**src/rtl/shortest_job_next_scheduler_assert.svh**
```systemverilog
// Assertion macros used by the scheduler RTL.
`ifndef SHORTEST_JOB_NEXT_SCHEDULER_ASSERT_SVH
`define SHORTEST_JOB_NEXT_SCHEDULER_ASSERT_SVH
`ifndef ASSERT_OFF
`define SJN_ASSERT_NOW(label, clk, rst_n, cond, msg) \
  label: assert property (@(posedge clk) disable iff (!rst_n) (cond)) else $error(msg);
`define SJN_ASSERT_NEXT(label, clk, rst_n, pre, post, msg) \
  label: assert property (@(posedge clk) disable iff (!rst_n) (pre) |=> (post)) else $error(msg);
`else
`define SJN_ASSERT_NOW(label, clk, rst_n, cond, msg)
`define SJN_ASSERT_NEXT(label, clk, rst_n, pre, post, msg)
`endif
`endif

```
**src/rtl/sjn_pkg.sv**
```systemverilog
`timescale 1ns / 1ps

package sjn_pkg;

  localparam int MAX_JOBS_DEF  = 16;
  localparam int TIME_BITS_DEF = 16;

  localparam int ID_W     = 8;
  localparam int T_IN_W   = 16;
  localparam int T_OUT_W  = 16;
  localparam int STATUS_W = 3;

  localparam int IN_TDATA_W  = 40;
  localparam int OUT_TDATA_W = 56;

  typedef enum logic [STATUS_W-1:0] {
    STAT_ACCEPTED    = 3'd0,
    STAT_BAD_ARRIVAL = 3'd1,
    STAT_ZERO_BURST  = 3'd2,
    STAT_TABLE_FULL  = 3'd3,
    STAT_COMPLETED   = 3'd4
  } status_e;

  // One job table entry as held in the slot memory.
  typedef struct packed {
    logic [ID_W-1:0]   job_id;
    logic [T_IN_W-1:0] arrival;
    logic [T_IN_W-1:0] burst;
    logic [T_IN_W-1:0] remaining;
  } slot_entry_t;

endpackage

```
**src/rtl/sjn_slot_mem.sv**
```systemverilog
`timescale 1ns / 1ps

module sjn_slot_mem #(
  parameter int DEPTH  = sjn_pkg::MAX_JOBS_DEF,
  parameter int ADDR_W = $clog2(sjn_pkg::MAX_JOBS_DEF)
) (
  input  logic                clk_i,
  input  logic                we_i,
  input  logic [ADDR_W-1:0]   waddr_i,
  input  sjn_pkg::slot_entry_t wdata_i,
  input  logic [ADDR_W-1:0]   raddr_i,
  output sjn_pkg::slot_entry_t rdata_o
);

  sjn_pkg::slot_entry_t mem_q [DEPTH];
  sjn_pkg::slot_entry_t rdata_q;

  always_ff @(posedge clk_i) begin
    if (we_i) begin
      mem_q[waddr_i] <= wdata_i;
    end
    rdata_q <= mem_q[raddr_i];
  end

  assign rdata_o = rdata_q;

endmodule

```
**src/rtl/sjn_min_pick.sv**
```systemverilog
`timescale 1ns / 1ps

// Running minimum over the scanned candidates; the first of equal bursts wins.
module sjn_min_pick #(
  parameter int IDX_W = $clog2(sjn_pkg::MAX_JOBS_DEF)
) (
  input  logic                       clk_i,
  input  logic                       rst_ni,
  input  logic                       clear_i,
  input  logic                       cand_i,
  input  logic [IDX_W-1:0]           idx_i,
  input  logic [sjn_pkg::T_IN_W-1:0] burst_i,
  output logic                       found_o,
  output logic [IDX_W-1:0]           idx_o
);

  logic                       found_q;
  logic [IDX_W-1:0]           best_idx_q;
  logic [sjn_pkg::T_IN_W-1:0] best_burst_q;
  logic                       take;

  assign take    = cand_i & (~found_q | (burst_i < best_burst_q));
  assign found_o = found_q | take;
  assign idx_o   = take ? idx_i : best_idx_q;

  always_ff @(posedge clk_i or negedge rst_ni) begin
    if (!rst_ni) begin
      found_q <= 1'b0;
    end else if (clear_i) begin
      found_q <= 1'b0;
    end else begin
      found_q <= found_o;
    end
  end

  always_ff @(posedge clk_i) begin
    if (take) begin
      best_idx_q   <= idx_i;
      best_burst_q <= burst_i;
    end
  end

endmodule

```
**src/rtl/shortest_job_next_scheduler.sv**
```systemverilog
`timescale 1ns / 1ps
// A refused add goes straight to the result; a stored or table-full add first walks the valid
// bits for the lowest free slot, one slot a cycle. A tick updates the running job, if any, then
// scans the slot memory, one entry per cycle through its single read port. A new transfer is
// taken only when idle, once the last is through; a result waiting at the output register holds
// the sequencer until it is free. Reset (asynchronous, active low) clears state, valid, ready,
// busy, running slot, time, scan index, advance and result flags and output valid, not the payload.

module shortest_job_next_scheduler #(
  parameter int MAX_JOBS  = sjn_pkg::MAX_JOBS_DEF,
  parameter int TIME_BITS = sjn_pkg::TIME_BITS_DEF
) (
  input  logic                            clk_i,
  input  logic                            rst_ni,
  // Input items.
  input  logic                            s_axis_tvalid,
  output logic                            s_axis_tready,
  // tdata, lowest bit first: job_id[7:0], arrival_time[23:8], burst_time[39:24].
  input  logic [sjn_pkg::IN_TDATA_W-1:0]  s_axis_tdata,
  // tuser: mode (0 adds a job, 1 is one time tick).
  input  logic                            s_axis_tuser,
  // Result items.
  output logic                            m_axis_tvalid,
  input  logic                            m_axis_tready,
  // tdata, lowest bit first: done_id[7:0], waiting_time[23:8],
  // turnaround_time[39:24], time_now[55:40].
  output logic [sjn_pkg::OUT_TDATA_W-1:0] m_axis_tdata,
  // tuser: status.
  output logic [sjn_pkg::STATUS_W-1:0]    m_axis_tuser
);

  localparam int IDX_W = $clog2(MAX_JOBS);
  // Time differences are formed at the wider of the time counter and the fields.
  localparam int CMP_W = (TIME_BITS > sjn_pkg::T_IN_W) ? TIME_BITS : sjn_pkg::T_IN_W;
  localparam logic [TIME_BITS-1:0] TIME_MAX  = '1;
  localparam logic [IDX_W-1:0]     LAST_IDX  = IDX_W'(MAX_JOBS - 1);
  localparam logic [CMP_W-1:0]     OUT_MAX_C = CMP_W'({sjn_pkg::T_OUT_W{1'b1}});

  // The sequencer takes a path through these states for each transfer.
  typedef enum logic [5:0] {
    S_IDLE     = 6'b000001,
    S_ADD_SCAN = 6'b000010,
    S_RUN_RD   = 6'b000100,
    S_RUN_FIN  = 6'b001000,
    S_SCAN     = 6'b010000,
    S_EMIT     = 6'b100000
  } state_e;

  function automatic logic [sjn_pkg::T_OUT_W-1:0] clamp_out(input logic [CMP_W-1:0] v);
    return (v > OUT_MAX_C) ? {sjn_pkg::T_OUT_W{1'b1}} : v[sjn_pkg::T_OUT_W-1:0];
  endfunction

  // Control state.
  state_e                state_q, state_d;
  logic [MAX_JOBS-1:0]   valid_q, valid_d;
  logic [MAX_JOBS-1:0]   ready_q, ready_d;
  logic                  busy_q, busy_d;
  logic [IDX_W-1:0]      running_q, running_d;
  logic [TIME_BITS-1:0]  tick_q, tick_d;
  logic                  adv_q, adv_d;
  logic [IDX_W-1:0]      idx_q, idx_d;
  logic                  has_res_q, has_res_d;
  logic                  out_valid_q, out_valid_d;

  // Item and result payload.
  logic [sjn_pkg::ID_W-1:0]    in_id_q, in_id_d;
  logic [sjn_pkg::T_IN_W-1:0]  in_arr_q, in_arr_d;
  logic [sjn_pkg::T_IN_W-1:0]  in_bur_q, in_bur_d;
  logic [CMP_W-1:0]            tat_q, tat_d;
  sjn_pkg::status_e            res_status_q, res_status_d;
  logic [sjn_pkg::ID_W-1:0]    res_id_q, res_id_d;
  logic [sjn_pkg::T_OUT_W-1:0] res_wait_q, res_wait_d;
  logic [sjn_pkg::T_OUT_W-1:0] res_tat_q, res_tat_d;

  sjn_pkg::status_e            out_status_q;
  logic [sjn_pkg::ID_W-1:0]    out_id_q;
  logic [sjn_pkg::T_OUT_W-1:0] out_wait_q;
  logic [sjn_pkg::T_OUT_W-1:0] out_tat_q;
  logic [sjn_pkg::T_OUT_W-1:0] out_time_q;
  logic                        load_out;

  // Slot memory port.
  logic                 mem_we;
  logic [IDX_W-1:0]     mem_waddr;
  sjn_pkg::slot_entry_t mem_wdata;
  logic [IDX_W-1:0]     mem_raddr;
  sjn_pkg::slot_entry_t mem_rdata;

  // Minimum search.
  logic             pick_clear;
  logic             pick_cand;
  logic             pick_found;
  logic [IDX_W-1:0] pick_idx;

  logic                       s_accept;
  logic [sjn_pkg::ID_W-1:0]   s_id;
  logic [sjn_pkg::T_IN_W-1:0] s_arr;
  logic [sjn_pkg::T_IN_W-1:0] s_bur;

  logic                       scan_hit;
  logic                       scan_ready;
  logic [sjn_pkg::T_IN_W-1:0] rem_next;
  logic [CMP_W-1:0]           tick_ext;
  logic [CMP_W-1:0]           arr_ext;
  logic [CMP_W-1:0]           bur_ext;
  logic [CMP_W-1:0]           tat_calc;
  logic [CMP_W-1:0]           wait_calc;

  assign s_id  = s_axis_tdata[7:0];
  assign s_arr = s_axis_tdata[23:8];
  assign s_bur = s_axis_tdata[39:24];

  assign s_accept = s_axis_tvalid & s_axis_tready;

  sjn_slot_mem #(
    .DEPTH  (MAX_JOBS),
    .ADDR_W (IDX_W)
  ) u_slot_mem (
    .clk_i   (clk_i),
    .we_i    (mem_we),
    .waddr_i (mem_waddr),
    .wdata_i (mem_wdata),
    .raddr_i (mem_raddr),
    .rdata_o (mem_rdata)
  );

  sjn_min_pick #(
    .IDX_W (IDX_W)
  ) u_min_pick (
    .clk_i   (clk_i),
    .rst_ni  (rst_ni),
    .clear_i (pick_clear),
    .cand_i  (pick_cand),
    .idx_i   (idx_q),
    .burst_i (mem_rdata.burst),
    .found_o (pick_found),
    .idx_o   (pick_idx)
  );

  // During the scan, the memory output holds the entry of slot idx_q. A valid job
  // becomes ready when the new time equals its arrival, and only if time moved.
  assign scan_hit   = adv_q & valid_q[idx_q] &
                      (CMP_W'(mem_rdata.arrival) == CMP_W'(tick_q));
  assign scan_ready = ready_q[idx_q] | scan_hit;
  assign pick_cand  = (state_q == S_SCAN) & ~busy_q & valid_q[idx_q] & scan_ready;

  // The running job counts down; a zero remainder is left as it is.
  assign rem_next = (mem_rdata.remaining != '0) ? mem_rdata.remaining - 1'b1
                                                : mem_rdata.remaining;

  // Turnaround is formed in the read cycle and registered; waiting follows from it.
  assign tick_ext  = CMP_W'(tick_q);
  assign arr_ext   = CMP_W'(mem_rdata.arrival);
  assign bur_ext   = CMP_W'(in_bur_q);
  assign tat_calc  = (tick_ext > arr_ext) ? tick_ext - arr_ext : '0;
  assign wait_calc = (tat_q > bur_ext) ? tat_q - bur_ext : '0;

  always_comb begin
    state_d      = state_q;
    valid_d      = valid_q;
    ready_d      = ready_q;
    busy_d       = busy_q;
    running_d    = running_q;
    tick_d       = tick_q;
    adv_d        = adv_q;
    idx_d        = idx_q;
    has_res_d    = has_res_q;
    in_id_d      = in_id_q;
    in_arr_d     = in_arr_q;
    in_bur_d     = in_bur_q;
    tat_d        = tat_q;
    res_status_d = res_status_q;
    res_id_d     = res_id_q;
    res_wait_d   = res_wait_q;
    res_tat_d    = res_tat_q;
    mem_we       = 1'b0;
    mem_waddr    = running_q;
    mem_wdata    = mem_rdata;
    mem_raddr    = '0;
    pick_clear   = 1'b0;
    s_axis_tready = 1'b0;
    load_out     = 1'b0;

    case (state_q)
      S_IDLE: begin
        s_axis_tready = 1'b1;
        if (s_accept) begin
          in_id_d    = s_id;
          in_arr_d   = s_arr;
          in_bur_d   = s_bur;
          res_id_d   = s_id;
          res_wait_d = '0;
          res_tat_d  = '0;
          if (!s_axis_tuser) begin
            // Add: a zero arrival is refused before a zero burst.
            if (s_arr == '0) begin
              res_status_d = sjn_pkg::STAT_BAD_ARRIVAL;
              state_d      = S_EMIT;
            end else if (s_bur == '0) begin
              res_status_d = sjn_pkg::STAT_ZERO_BURST;
              state_d      = S_EMIT;
            end else begin
              idx_d   = '0;
              state_d = S_ADD_SCAN;
            end
          end else begin
            // Tick: time saturates at its largest value.
            has_res_d = 1'b0;
            if (tick_q != TIME_MAX) begin
              tick_d = tick_q + 1'b1;
              adv_d  = 1'b1;
            end else begin
              adv_d = 1'b0;
            end
            if (busy_q) begin
              mem_raddr = running_q;
              state_d   = S_RUN_RD;
            end else begin
              mem_raddr  = '0;
              pick_clear = 1'b1;
              idx_d      = '0;
              state_d    = S_SCAN;
            end
          end
        end
      end

      S_ADD_SCAN: begin
        // Walk the valid bits for the lowest free slot.
        if (!valid_q[idx_q]) begin
          mem_we              = 1'b1;
          mem_waddr           = idx_q;
          mem_wdata.job_id    = in_id_q;
          mem_wdata.arrival   = in_arr_q;
          mem_wdata.burst     = in_bur_q;
          mem_wdata.remaining = in_bur_q;
          valid_d[idx_q]      = 1'b1;
          ready_d[idx_q]      = 1'b0;
          res_status_d        = sjn_pkg::STAT_ACCEPTED;
          state_d             = S_EMIT;
        end else if (idx_q == LAST_IDX) begin
          res_status_d = sjn_pkg::STAT_TABLE_FULL;
          state_d      = S_EMIT;
        end else begin
          idx_d = idx_q + IDX_W'(1);
        end
      end

      S_RUN_RD: begin
        // Read-modify-write of the running entry.
        mem_we              = 1'b1;
        mem_waddr           = running_q;
        mem_wdata.remaining = rem_next;
        tat_d               = tat_calc;
        in_bur_d            = mem_rdata.burst;
        res_id_d            = mem_rdata.job_id;
        if (rem_next == '0) begin
          has_res_d          = 1'b1;
          valid_d[running_q] = 1'b0;
          ready_d[running_q] = 1'b0;
          busy_d             = 1'b0;
          state_d            = S_RUN_FIN;
        end else begin
          mem_raddr  = '0;
          pick_clear = 1'b1;
          idx_d      = '0;
          state_d    = S_SCAN;
        end
      end

      S_RUN_FIN: begin
        res_status_d = sjn_pkg::STAT_COMPLETED;
        res_wait_d   = clamp_out(wait_calc);
        res_tat_d    = clamp_out(tat_q);
        mem_raddr    = '0;
        pick_clear   = 1'b1;
        idx_d        = '0;
        state_d      = S_SCAN;
      end

      S_SCAN: begin
        // One entry per cycle: update its ready bit and feed the minimum search,
        // while the read of the next entry is already issued.
        ready_d[idx_q] = scan_ready;
        mem_raddr      = (idx_q == LAST_IDX) ? '0 : idx_q + IDX_W'(1);
        if (idx_q == LAST_IDX) begin
          if (pick_found) begin
            ready_d[pick_idx] = 1'b0;
            running_d         = pick_idx;
            busy_d            = 1'b1;
          end
          state_d = has_res_q ? S_EMIT : S_IDLE;
        end else begin
          idx_d = idx_q + IDX_W'(1);
        end
      end

      S_EMIT: begin
        // Hand the result to the output register once it is free.
        if (!out_valid_q || m_axis_tready) begin
          load_out = 1'b1;
          state_d  = S_IDLE;
        end
      end

      default: begin
        state_d = S_IDLE;
      end
    endcase
  end

  // The output register frees itself on a transfer and reloads from the result.
  assign out_valid_d = load_out | (out_valid_q & ~m_axis_tready);

  always_ff @(posedge clk_i or negedge rst_ni) begin
    if (!rst_ni) begin
      state_q     <= S_IDLE;
      valid_q     <= '0;
      ready_q     <= '0;
      busy_q      <= 1'b0;
      running_q   <= '0;
      tick_q      <= '0;
      adv_q       <= 1'b0;
      idx_q       <= '0;
      has_res_q   <= 1'b0;
      out_valid_q <= 1'b0;
    end else begin
      state_q     <= state_d;
      valid_q     <= valid_d;
      ready_q     <= ready_d;
      busy_q      <= busy_d;
      running_q   <= running_d;
      tick_q      <= tick_d;
      adv_q       <= adv_d;
      idx_q       <= idx_d;
      has_res_q   <= has_res_d;
      out_valid_q <= out_valid_d;
    end
  end

  always_ff @(posedge clk_i) begin
    in_id_q      <= in_id_d;
    in_arr_q     <= in_arr_d;
    in_bur_q     <= in_bur_d;
    tat_q        <= tat_d;
    res_status_q <= res_status_d;
    res_id_q     <= res_id_d;
    res_wait_q   <= res_wait_d;
    res_tat_q    <= res_tat_d;
    if (load_out) begin
      out_status_q <= res_status_q;
      out_id_q     <= res_id_q;
      out_wait_q   <= res_wait_q;
      out_tat_q    <= res_tat_q;
      out_time_q   <= clamp_out(tick_ext);
    end
  end

  assign m_axis_tvalid = out_valid_q;
  assign m_axis_tuser  = out_status_q;
  assign m_axis_tdata  = {out_time_q, out_tat_q, out_wait_q, out_id_q};

  `include "shortest_job_next_scheduler_assert.svh"

  // A job in service always owns a valid slot.
  `SJN_ASSERT_NOW(a_busy_slot_valid, clk_i, rst_ni, (!busy_q || valid_q[running_q]), "running slot is not valid")
  // Only occupied slots can be ready.
  `SJN_ASSERT_NOW(a_ready_needs_valid, clk_i, rst_ni, ((ready_q & ~valid_q) == '0), "ready bit on a free slot")
  // With the output register empty the result is handed over at once.
  `SJN_ASSERT_NEXT(a_emit_one_cycle, clk_i, rst_ni, (state_q == S_EMIT && !out_valid_q), (state_q == S_IDLE && out_valid_q), "result not handed over")

endmodule

```
**config.mk**
```make
export PLATFORM = sky130hd
export DESIGN_NAME = shortest_job_next_scheduler
export DESIGN_NICKNAME = d
export VERILOG_FILES = /design/src/rtl/sjn_pkg.sv /design/src/rtl/sjn_slot_mem.sv /design/src/rtl/sjn_min_pick.sv /design/src/rtl/shortest_job_next_scheduler.sv
export VERILOG_INCLUDE_DIRS = /design/src /design/src/rtl
export SDC_FILE = /design/constraint.sdc
export NUM_CORES = 2
export LEC_CHECK = 0
export BUFFER_PORTS_ARGS = -buffer_cell sky130_fd_sc_hd__buf_2
export CORE_ASPECT_RATIO = 1.25
export CORE_MARGIN = 2
export CORE_UTILIZATION = 55
export CTS_CLUSTER_DIAMETER = 120
export DETAILED_ROUTE_END_ITERATION = 7
export PLACE_DENSITY_LB_ADDON = 0.3
export SYNTH_ARGS = -nofsm -noshare
export SYNTH_HDL_FRONTEND = slang
export SYNTH_SLANG_ARGS = --single-unit
export TNS_END_PERCENT = 100
```
**constraint.sdc**
```tcl
create_clock -name clk_i -period 11.34 [get_ports clk_i]
set_input_delay 1.134 -clock clk_i [delete_from_list [all_inputs] [get_ports clk_i]]
set_output_delay 1.134 -clock clk_i [all_outputs]
set_load 0.02 [all_outputs]
```
After elaboration in Yosys (flattened, before gate mapping). Memory sizes are Yosys's and may differ from the RTL's. A register that Yosys moved wholly into a read port is not among the register bits. Cells that the tools add are included.

Word-level logic and storage cells: 211. Output and inout bits: 61. Input bits: 45. RAM bits: 896. Memories: 1. Flip-flop bits (word level): 245.

Memories: u_slot_mem.mem_q (words 16, bits a word 56, read ports 1, clocked after memory_dff 1, write ports 1, RTL line sjn_slot_mem.sv:15) `sjn_pkg::slot_entry_t mem_q [DEPTH];`.

$add $sub $neg: 5. Reduce and logical (&&, ||, !) cells: 29. Bitwise gates (word level): 23. Eq/ne operators: 24. Muxes and demuxes: 91. Order comparisons: 12.

Operators with widths (number): $mux W16 (12); $pmux W16 S2 (5); $and A16 B16 Y16 (4); $mux W4 (15); $mux W56 (1); $mux W6 (9); $gt A16 B16 Y1 const B (3); $logic_not A16 Y1 (3); $not A16 Y16 (3); $pmux W16 S3 (1); $mux W40 (1); $pmux W6 S6 (1); $gt A16 B16 Y1 (2); $sub A16 B16 Y16 (2); $mux W1 (23); $pmux W4 S5 (1); $mux W3 (6); $ne A2 B2 Y1 const B (9); $add A16 B1 Y16 const B (1); $bwmux W16 (1); $eq A16 B16 Y1 (1); $lt A16 B16 Y1 (1); $ne A16 B16 Y1 const B (1); $or A16 B16 Y16 (1); other kinds (37) (77).

Depth between registers and ports, before layout.
Depth after elaboration: 17. Gate-level depth with buffers: 13. Gate-level depth less buffers: 12.

By module. From an unflattened synthesis, not the netlist that was laid out.

Cell total of the unflattened synthesis: 2743. Area total of the unflattened synthesis: 48158.7 sq um.

By module, submodules not included: sjn_slot_mem (instances 1, cells each 1445, seq. area each 28026.9 sq um, area an instance 34678.3 sq um); shortest_job_next_scheduler (instances 1, cells each 1215, seq. area each 6397.4 sq um, area an instance 12438.2 sq um); sjn_min_pick (instances 1, cells each 83, seq. area each 585.6 sq um, area an instance 1042.2 sq um).

Worst setup path after synthesis. OpenSTA, ideal clock, no wires.

Path kind: register to register. From: register state_q[1]. To: memory u_slot_mem.mem_q[1][0] (netlist name), enable pin. Path buffers: 3. Arrival time: 4681 ps. Data required time: 10870 ps. Period minus slack after synthesis: 5151 ps. Cell stages (with the launch flop): 9. Setup time: 470 ps. Setup slack: 6189 ps. Path through: dfrtp_1 -> or4_1 -> or3b_2 -> clkbuf_1 -> clkinv_1 -> buf_2 -> buf_1 -> a22oi_1 -> nor2_1.

Word-level cells in the longest chain between the ends: 4. Elaborated cells between the ends (all ways): 6. Those cells by class: eq/ne (2); mux (4).

Ends and longest elaborated chain: start, declared (RTL line shortest_job_next_scheduler.sv:54) `state_e state_q, state_d;`; start signal, assigned (RTL line shortest_job_next_scheduler.sv:328) `state_q <= state_d;`; $eq A6 B3 Y1 / $eq A6 B2 Y1 (equally long branches) (RTL line shortest_job_next_scheduler.sv:184) `case (state_q)`; $pmux W1 S2 (RTL line shortest_job_next_scheduler.sv:184); $mux W1 (RTL line sjn_slot_mem.sv:19) `if (we_i) begin`; $mux W1 (not written as such) (RTL line sjn_slot_mem.sv:20) `mem_q[waddr_i] <= wdata_i;`; end, declared (RTL line sjn_slot_mem.sv:15).

Several ways; a longest one is shown, not always the timed one.

Worst setup path in the final report.
From: register idx_q[0]. To: register u_slot_mem.rdata_o[4] (netlist name).

Word-level cells in the longest chain between the ends: 3. Elaborated cells between the ends (all ways): 4. Those cells by class: add/sub (1); eq/ne (1); mux (2).

Ends and longest elaborated chain: start, declared (RTL line shortest_job_next_scheduler.sv:61) `logic [IDX_W-1:0] idx_q, idx_d;`; start signal, assigned (RTL line shortest_job_next_scheduler.sv:335) `idx_q <= idx_d;`; $add A4 B1 Y4 / $eq A4 B4 Y1 (equally long branches) (RTL line shortest_job_next_scheduler.sv:285) `mem_raddr = (idx_q == LAST_IDX) ? '0 : idx_q + IDX_W'(1);`; $mux W4 (*) (RTL line shortest_job_next_scheduler.sv:285); $pmux W4 S2 (*) (RTL line shortest_job_next_scheduler.sv:184).

Mark *: on every way between the ends. The rest lies on a longest branch, timed or not. A chain may end at the register's enable or synchronous reset.

==> reports/results.txt <==
Outcome: finished clean
Critical Path Most Common Cell: buf_4
Power, Total: 10.5 mW
Cts hold-fix bufs: 0
Post-route cell area: 55,100 µm²
GP Congestion: 0.907
Vias in the first global route: 30,400
Fillers: 6,564
Endpoints failing setup: 0
Reg clk slew, reported paths: 0.07 ns
Initial drt markers: 3,384
TritonCTS Buffers: 105
Post-synthesis register bit count: 1,197
Synth area leaders: edfxtp_1 65%, nand2_1 5.2%, a211oi_1 4.3%, dfrtp_1 3.3%, and2_1 3.1%
EDFF count, synth: 1,070
Num rows: 123
Post-cts gate resize count: 0
Initial antenna violation count: 3
Area grow syn2layout: 10.9%
Fin cells: 5,083
Fmax: 185 MHz
Mapped Nets: 3,863
Starting Density: 0.554
CP Launch Point: idx_q[0]
Top reg by flops: u_slot_mem.mem_q
Clock Tree Buf Depth: 3
Post-Syn Area: 49,700 µm²
Static leakage: 18.8 nW
Post-synth top area cell: edfxtp_1
Delay-heaviest family, CP: buffers and inverters
Drt total wl: 121 mm
Area after DPL: 51,600 µm²
Worst Path Required: 11.95 ns
DP Worst Slack: 6.01 ns
Critical Path Source Type: flip-flop
Delay of the slowest critical-path stage: 0.96 ns
Largest net degree at the start of global routing: 214
Pwr dens: 190 nW/µm²
Synth top area share: 0.646
Worst-Margin Slew: 1.26 ns
Fin crit share: 0.478
Synthesized instance count: 3,763
Wire length of the first global-routing pass: 181 mm
Unrepaired setup endpoints after global routing: false
Port Buf Inserts: 105
Placed cell count: 4,886
Max_slew headroom: 0.157
GRT Total Usage: 0.259
DIE AREA: 92,800 µm²
Slowest cell on crit path: buf_4
Post-CTS setup repair buffer count: 0
WP buf/inv: 3
Distinct cells, synth: 82
Root Driver: clkbuf_16
Crit-path cells: ha_1 -> and3_1 -> or3_1 -> nor2_1 -> a21oi_4 -> buf_4 -> buf_4 -> buf_4 -> a211oi_1 -> a311oi_1 -> a21oi_1 -> a21oi_1
CTS tree: yes
Max cap viols: 0
Routed vias: 31,700
Final WS setup: 5.92 ns
H-tree levels: 3
Clk sinks: 1,197
Synth Flop Type: edfxtp_1
Critical Path End Type: flip-flop
Clock Latency Late Sink: 0.70 ns
Max Clock Skew: 0.0324 ns
Vias per inst: 6.23
Minimum hold slack: 0.409 ns
Antenna cells: 0
DR DRC count: 0
Grt total ovfl: 0
FF-to-FF Start: idx_q[0]
Worst min path class: flip-flop to flip-flop
Crit path kind: flip-flop to flip-flop
Drt first pass iters: 6
Antenna Nets Post-Route: 0
Crit Path Max Fanout: 101
Pins Over Slew Limit: 0
Final hold violations: 0
Sequential share of the synthesized area: 0.704
YS warnings: 0
Die Y: 340 µm
Drt wl/cell: 23.8 µm
# IOs: 106
Share of cells above drive strength 1: 0.102
Setup TNS: 0 ns
Max reg flops: 896
Peak VDD IR: 143 µV
Core area: 89,700 µm²
Syn Area/Cell: 13.2 µm²
DIE WIDTH: 273 µm
Nets: 3,906
Ys async rst share: 0.0560
Hpwl dp: 66.3 mm
Critical Path AT: 6.03 ns
Hold path startpoint: res_tat_q[8]
Final core utilization: 0.614
Min Tclk post-route: 5.42 ns
==> synth_stat cells (11+ instances only) <==
cell type	instances
a211oi_1	285
o211ai_1	16
a31oi_1	120
nor4_1	24
nor3_1	28
nand2_1	691
nand4_1	22
buf_2	35
dfrtp_1	66
and3_1	11
ha_1	53
a311oi_1	112
dfxtp_1	60
o2111ai_1	12
nand3_1	24
nor2_1	87
o22ai_1	17
o21ai_0	68
inv_1	93
xnor2_1	27
nor2b_1	13
a21oi_1	179
and2_1	246
clkbuf_1	197
edfxtp_1	1070
==> layer usage <==
| metal | part of all wire | vias up | track usage |
|---|---|---|---|
| li1 | - | 14300 | - |
| met1 | 0.39 | 15700 | 0.332 |
| met2 | 0.50 | 1365 | 0.441 |
| met3 | 0.072 | 291 | 0.0351 |
| met4 | 0.040 | 2 | 0.111 |
| met5 | 0.000066 | - | 0 |
==> cell usage in the layout, fill, tap and decap left out, types with 26 or more instances in the layout <==
cell type and count:
a21oi_1 176, clkbuf_1 26, dfxtp_1 60, buf_2 105
a211oi_1 285, nor3_1 28, and2_1 246, dfrtp_1 66
a311oi_1 112, buf_4 73, a31oi_1 120, ha_1 53
inv_1 93, nand2_1 691, o21ai_0 66, nor2_1 71
xnor2_1 27, clkbuf_16 107, edfxtp_1 1070
==> final timing paths <==
check | cells after the start | slack (ns) | endpoint
setup / recovery | 12 | 5.92 | u_slot_mem.rdata_o[4]
hold / removal | 0 | 0.41 | out_tat_q[8]
setup reg to reg | 12 | 5.92 | u_slot_mem.rdata_o[4]
hold reg to reg | 0 | 0.41 | out_tat_q[8]
max in group asynchronous | 2 | 10.01 | ready_q[0]
min in group asynchronous | 2 | 0.65 | tick_ext[3]
==> power by group <==
| part | leakage, nW | internal, mW | switching (mW) |
|---|---|---|---|
| Clock | 1.73 | 2.08 | 1.57 |
| Combinational | 6.06 | 0.409 | 0.969 |
| Sequential | 11.0 | 5.29 | 0.145 |
==> final cells by class <==
class                           instances  area (µm²)  share of cell area
Tap cell                             1187        1490              0.0270
Sequential cell                      1197       35000               0.635
Inverter                               94         353             0.00640
Clock buffer                          146        2950              0.0536
Multi-Input combinational cell       2226       13600               0.246
Clock inverter                         51         586              0.0106
Timing Repair Buffer                  182        1150              0.0209
==> kinds of logic after synthesis <==
family	share of synthesized area
AOI/OAI and AO/OA	0.128
xor gates and xnor gates	0.00652
adders and majority gates	0.0141
buffers and inverters	0.0273
DFF	0.704
muxes	0.00823
and+or+nand+nor	0.111
Power figures use the tool's default switching activity.
